## config.mk

```make
export PLATFORM = sky130hd
export DESIGN_NAME = mpst_power
export DESIGN_NICKNAME = d
export VERILOG_FILES = /design/src/mpst_pkg.sv /design/src/mpst_power.sv
export SDC_FILE = /design/constraint.sdc
export NUM_CORES = 2
export LEC_CHECK = 0
export ABC_AREA = 0
export BUFFER_PORTS_ARGS = -buffer_cell sky130_fd_sc_hd__buf_2
export CORE_UTILIZATION = 50
export CTS_CLUSTER_DIAMETER = 30
export DETAILED_ROUTE_END_ITERATION = 6
export PLACE_DENSITY = 0.65
export REMOVE_ABC_BUFFERS = 1
export SYNTH_ARGS = -nofsm -noshare
export SYNTH_HDL_FRONTEND = slang
export SYNTH_MEMORY_MAX_BITS = 65536
export SYNTH_SLANG_ARGS = --single-unit
```

## constraint.sdc

```tcl
create_clock -name clk -period 25.5 [get_ports clk]
set_input_delay 5.1 -clock clk [delete_from_list [all_inputs] [get_ports clk]]
set_output_delay 5.1 -clock clk [all_outputs]
set_load 0.1 [all_outputs]
```

## src/mpst_pkg.sv

```systemverilog
// Package for min_power_sum_terms: widths, limits, register map and the
// control type passed to the power table builder. No dependencies.
package mpst_pkg;

  localparam int unsigned NUMBER_W       = 16;
  localparam int unsigned COUNT_W        = 8;
  localparam int unsigned BASE_W         = 8;
  localparam int unsigned POWER_W        = 17;
  localparam int unsigned EXP_W          = 4;
  localparam int unsigned BEST_W         = COUNT_W + 1;
  localparam int unsigned PROD_W         = POWER_W + BASE_W;
  localparam int unsigned TABLE_SIZE     = 65536;
  localparam int unsigned MAX_BASE_COUNT = 256;
  localparam int unsigned PADDR_W        = 3;
  localparam int unsigned PDATA_W        = 32;

  localparam logic [BASE_W-1:0]  BASE_LAST   = BASE_W'(MAX_BASE_COUNT - 1);
  localparam logic [POWER_W-1:0] POWER_CAP   = {POWER_W{1'b1}};
  localparam logic [COUNT_W-1:0] COUNT_CAP   = {COUNT_W{1'b1}};
  localparam logic [BEST_W-1:0]  BEST_INIT   = {BEST_W{1'b1}};

  // Register map, indexed by paddr[2].
  typedef enum logic [0:0] {
    REG_EXPONENT = 1'b0,
    REG_MAX_BASE = 1'b1
  } reg_idx_t;

  localparam logic [EXP_W-1:0]  EXPONENT_RST = EXP_W'(2);
  localparam logic [BASE_W-1:0] MAX_BASE_RST = BASE_W'(255);

  typedef struct packed {
    logic             start;
    logic [EXP_W-1:0] exponent;
  } pwr_ctrl_t;

endpackage

```

## src/mpst_power.sv

```systemverilog
// Power table for min_power_sum_terms: builds b^exponent, saturated at POWER_CAP,
// for every base into a 256-entry memory with one shared multiplier. Uses mpst_pkg.
module mpst_power (
  input  logic                          clk,
  input  logic                          rst_n,
  input  mpst_pkg::pwr_ctrl_t           ctrl,
  output logic                          busy,
  input  logic [mpst_pkg::BASE_W-1:0]   rd_addr,
  output logic [mpst_pkg::POWER_W-1:0]  rd_data
);

  logic                         busy_r;
  logic [mpst_pkg::BASE_W-1:0]  base_r;
  logic [mpst_pkg::POWER_W-1:0] acc_r;
  logic [mpst_pkg::EXP_W-1:0]   steps_r;
  logic [mpst_pkg::EXP_W-1:0]   steps_init_r;
  logic [mpst_pkg::EXP_W-1:0]   steps_init;
  logic [mpst_pkg::PROD_W-1:0]  prod;
  logic [mpst_pkg::POWER_W-1:0] prod_sat;
  logic [mpst_pkg::POWER_W-1:0] rd_data_r;
  logic                         wr_en;

  logic [mpst_pkg::POWER_W-1:0] pmem [mpst_pkg::MAX_BASE_COUNT];

  // An exponent of zero builds the table as for exponent one.
  assign steps_init = (ctrl.exponent == '0) ? '0 : ctrl.exponent - mpst_pkg::EXP_W'(1);

  assign prod     = mpst_pkg::PROD_W'(acc_r) * mpst_pkg::PROD_W'(base_r);
  assign prod_sat = (prod > mpst_pkg::PROD_W'(mpst_pkg::POWER_CAP)) ?
                    mpst_pkg::POWER_CAP : prod[mpst_pkg::POWER_W-1:0];
  assign wr_en    = busy_r && (steps_r == '0);

  always_ff @(posedge clk) begin
    if (!rst_n) begin
      busy_r <= 1'b0;
    end else if (ctrl.start) begin
      busy_r       <= 1'b1;
      base_r       <= '0;
      acc_r        <= '0;
      steps_r      <= steps_init;
      steps_init_r <= steps_init;
    end else if (busy_r) begin
      if (steps_r == '0) begin
        if (base_r == mpst_pkg::BASE_LAST) begin
          busy_r <= 1'b0;
        end else begin
          base_r  <= base_r + mpst_pkg::BASE_W'(1);
          acc_r   <= mpst_pkg::POWER_W'(base_r + mpst_pkg::BASE_W'(1));
          steps_r <= steps_init_r;
        end
      end else begin
        acc_r   <= prod_sat;
        steps_r <= steps_r - mpst_pkg::EXP_W'(1);
      end
    end
  end

  always_ff @(posedge clk) begin
    if (wr_en) begin
      pmem[base_r] <= acc_r;
    end
    rd_data_r <= pmem[rd_addr];
  end

  assign busy    = busy_r;
  assign rd_data = rd_data_r;

endmodule

```

==> flow_summary.json <==
{
  "post_synth_mux_area_share": 0.1787,
  "reg2reg_setup_slack_ns": 18.37,
  "relSlewSlack": 0.06461,
  "nNetsFinal": 8296,
  "placementRows": 215,
  "ctsLongestPathBuffers": 4,
  "period_utilisation_layout": 0.4020,
  "hold-path-endpoint": "steps_r[2]",
  "post_detailed_route_drc_marker_count": 0,
  "finalWeightedCongestion": 0.8266,
  "synth_async_sr_flop_share": 0,
  "worst_r2r_startpoint": "acc_r[10]",
  "yosys.area_share.simple": 0.01645,
  "cts_h_tree_depth": 6,
  "ant_nets": 0,
  "floorplan.die.height_um": 588.7,
  "tritoncts.num_buffers": 766,
  "route.final.wire_length_um": 446800,
  "clock_skew_after_layout_ns": 0.07695,
  "detailedRoute.firstPassIterationCount": 5,
  "die_w_um": 588.7,
  "drt_iter0_drc": 11136,
  "yosys_most_used_dff": "edfxtp_1",
  "start_kind": "primary input",
  "synth_adder_area_share": 0.01410,
  "final.min_clock_period_ns": 10.25,
  "ys_seq_elements": 4403,
  "synth_sequential_area_ratio": 0.7672,
  "worstMarginPinSlew_ns": 1.403,
  "grt_setup_unrepaired": "no",
  "leakage_nw": 66.67,
  "grt_overflow": 0,
  "via_count": 84209,
  "grt_busiest_layer": "met2",
  "ys.warnings.count": 0,
  "tritoncts_clock_tree": "yes",
  "synthXorXnorAreaFrac": 0.001171,
  "first_global_vias": 87068,
  "compound_cell_area_share_of_the_yosys_netlist": 0.01002,
  "use_met3": 0.05306,
  "start_util": 0.5021,
  "critical_path_peak_fanout": 80,
  "worstPathRequired_ns": 26.41,
  "port_bufs": 32,
  "drive_above_1_share": 0.3632,
  "status": "finished, final reports clean",
  "clock-sinks": 4403,
  "grt_pass1_wl_um": 635500,
  "pwr_density_cell_nw_per_um2": 95.01,
  "timing.final.hold_violations": 0,
  "timing.rr.end": "acc_r[1]",
  "post_drt_via_cell_ratio": 6.290,
  "pin_count_of_the_biggest_net_entering_global_routing": 198,
  "cts_hold_repair.buffers": 0,
  "synth.cell_area_um2": 172100,
  "design.die.area_um2": 346500,
  "coreArea_um2": 342700,
  "final_cells": 13387,
  "synth_top_family_by_area": "multiplexers",
  "synthDistinctLibCells": 52,
  "ctsRootBufferMaster": "clkbuf_16",
  "worstPathArrival_ns": 11.16,
  "dp_hpwl_um": 244600,
  "cts_post_setup_buffers_inserted": 0,
  "antenna_found_initial": 33,
  "synth-edff-count": 4385,
  "cells_on_worst_reg2reg_path": 17,
  "slew_viol_final": 0,
  "grt_util_all_layers": 0.2582,
  "placed_cells": 11930,
  "use_met1": 0.3586,
  "clock_insertion_delay_worst_skew_ns": 1.06,
  "top_level_ports": 33,
  "met2_global_route_usage": 0.4075,
  "worst_hold_startpoint": "steps_init_r[2]",
  "layout.cells.most_common_list": "edfxtp_1 (4,385), mux4_2 (1,343), clkbuf_16 (769), buf_4 (381), nor2_2 (163)",
  "timing.final.setup_violations": 0,
  "fin_setup_tns_ns": 0,
  "mostFrequentLayoutCell": "edfxtp_1",
  "power.ir.vdd_worst_mv": 0.07415,
  "syn_avg_cell_area_um2": 23.42,
  "cts.repair.resized": 0,
  "wire_per_inst_um": 33.38,
  "fmaxAchievable_mhz": 97.56,
  "timing.hold.worst_path_depth": 2,
  "clk_transition_reported_paths_ns": 0.05,
  "syn_inst": 7347,
  "maxCapViolCount": 0,
  "hold_path_class": "reg2reg",
  "critPathCaptureType": "flop",
  "worst-setup-path-type": "in2reg",
  "nFillCells": 23344,
  "flow.area_growth_from_synthesis_pct": 19.99
}
## final cells by class
class,count,area (µm²),area share
Clock buffer,859,19640,0.09511
Clock inverter,572,6977,0.03379
Antenna cell,26,65.06,0.0003151
Sequential cell,4403,132000,0.6394
Timing Repair Buffer,422,3244,0.01571
Tap cell,4557,5702,0.02761
Inverter,105,401.6,0.001945
Multi-Input combinational cell,2443,38430,0.1861
## kinds of logic (layout without fill, tap and decap cells)
logic type | Yosys count | count (layout)
AOI/OAI and AO/OA | 261 | 261
xor gates and xnor gates | 23 | 23
muxes | 1394 | 1394
other | 0 | 26
buffers and inverters | 501 | 1958
adders and majority gates | 140 | 140
and+or+nand+nor | 625 | 625
DFF | 4403 | 4403
## state kept, by name, summed over array words and instances, names as in the netlist
signal / count
steps_init_r: 4
rd_data: 17
pmem: 4352
busy: 1
acc_r: 17
steps_r: 4
base_r: 8
## how the worst max path moves through the flow
| stage | startpoint | endpoint | cells past startpoint |
|---|---|---|---|
| after global routing | rd_addr[1] | rd_data[4] | 10 |
| after global placement | rd_addr[1] | rd_data[4] | 10 |
| after floorplan | rd_addr[4] | rd_data[0] | 4 |
| final | rd_addr[1] | rd_data[4] | 10 |
| after CTS | rd_addr[1] | rd_data[4] | 10 |
| after detailed placement | rd_addr[1] | rd_data[4] | 10 |
## critical path, cell delays in order
cell and delay (ns):
buf_8 0.46, buf_4 0.85, buf_4 0.82, buf_4 0.74
buf_4 0.69, mux4_2 0.42, mux4_2 0.59, o22ai_1 0.79
a211o_1 0.26, a211oi_1 0.07
## routing by layer
metal | vias up | share of wire
met5 | - | 0.00011
met4 | 8 | 0.039
met3 | 786 | 0.097
met2 | 4773 | 0.48
met1 | 45512 | 0.38
li1 | 33130 | -
## cell usage after synthesis, types with 51 or more instances
cell type  number  area, µm²
and2_1        114      713.2
buf_1          53      198.9
buf_2         124      620.6
clkbuf_1      200      750.7
edfxtp_1     4385     131700
fa_1           90       1802
inv_1         103      386.6
mux2i_1        51      510.5
mux4_2       1343      30250
nand2_1       110      412.9
nor2_1        314       1179
o22ai_1       102      638.1
## power breakdown
group | switching [mW] | internal [mW] | leakage (nW)
logic | 0.800 | 0.431 | 14.4
registers | 0.0207 | 8.09 | 39.6
clock network | 3.70 | 6.58 | 12.7
total | 4.52 | 15.1 | 66.7
## through the flow
step / hold slack, ns / power [mW] / cell area [µm²] / utilization / worst slack (ns)
2_1_floorplan: 0.5857 / 9.024 / 170400 / - / 16.63
3_3_place_gp: 0.6141 / 9.447 / 179800 / 0.5247 / 14.18
3_5_place_dp: 0.6493 / 9.471 / 179800 / 0.5247 / 14.19
4_1_cts: 0.6584 / 19.72 / 206400 / 0.6024 / 15.31
5_1_grt: 0.6777 / 20.14 / 206500 / 0.6025 / 15.20
6_report: 0.6450 / 19.62 / 206500 / 0.6025 / 15.25
(Power assumes the default switching activity.)
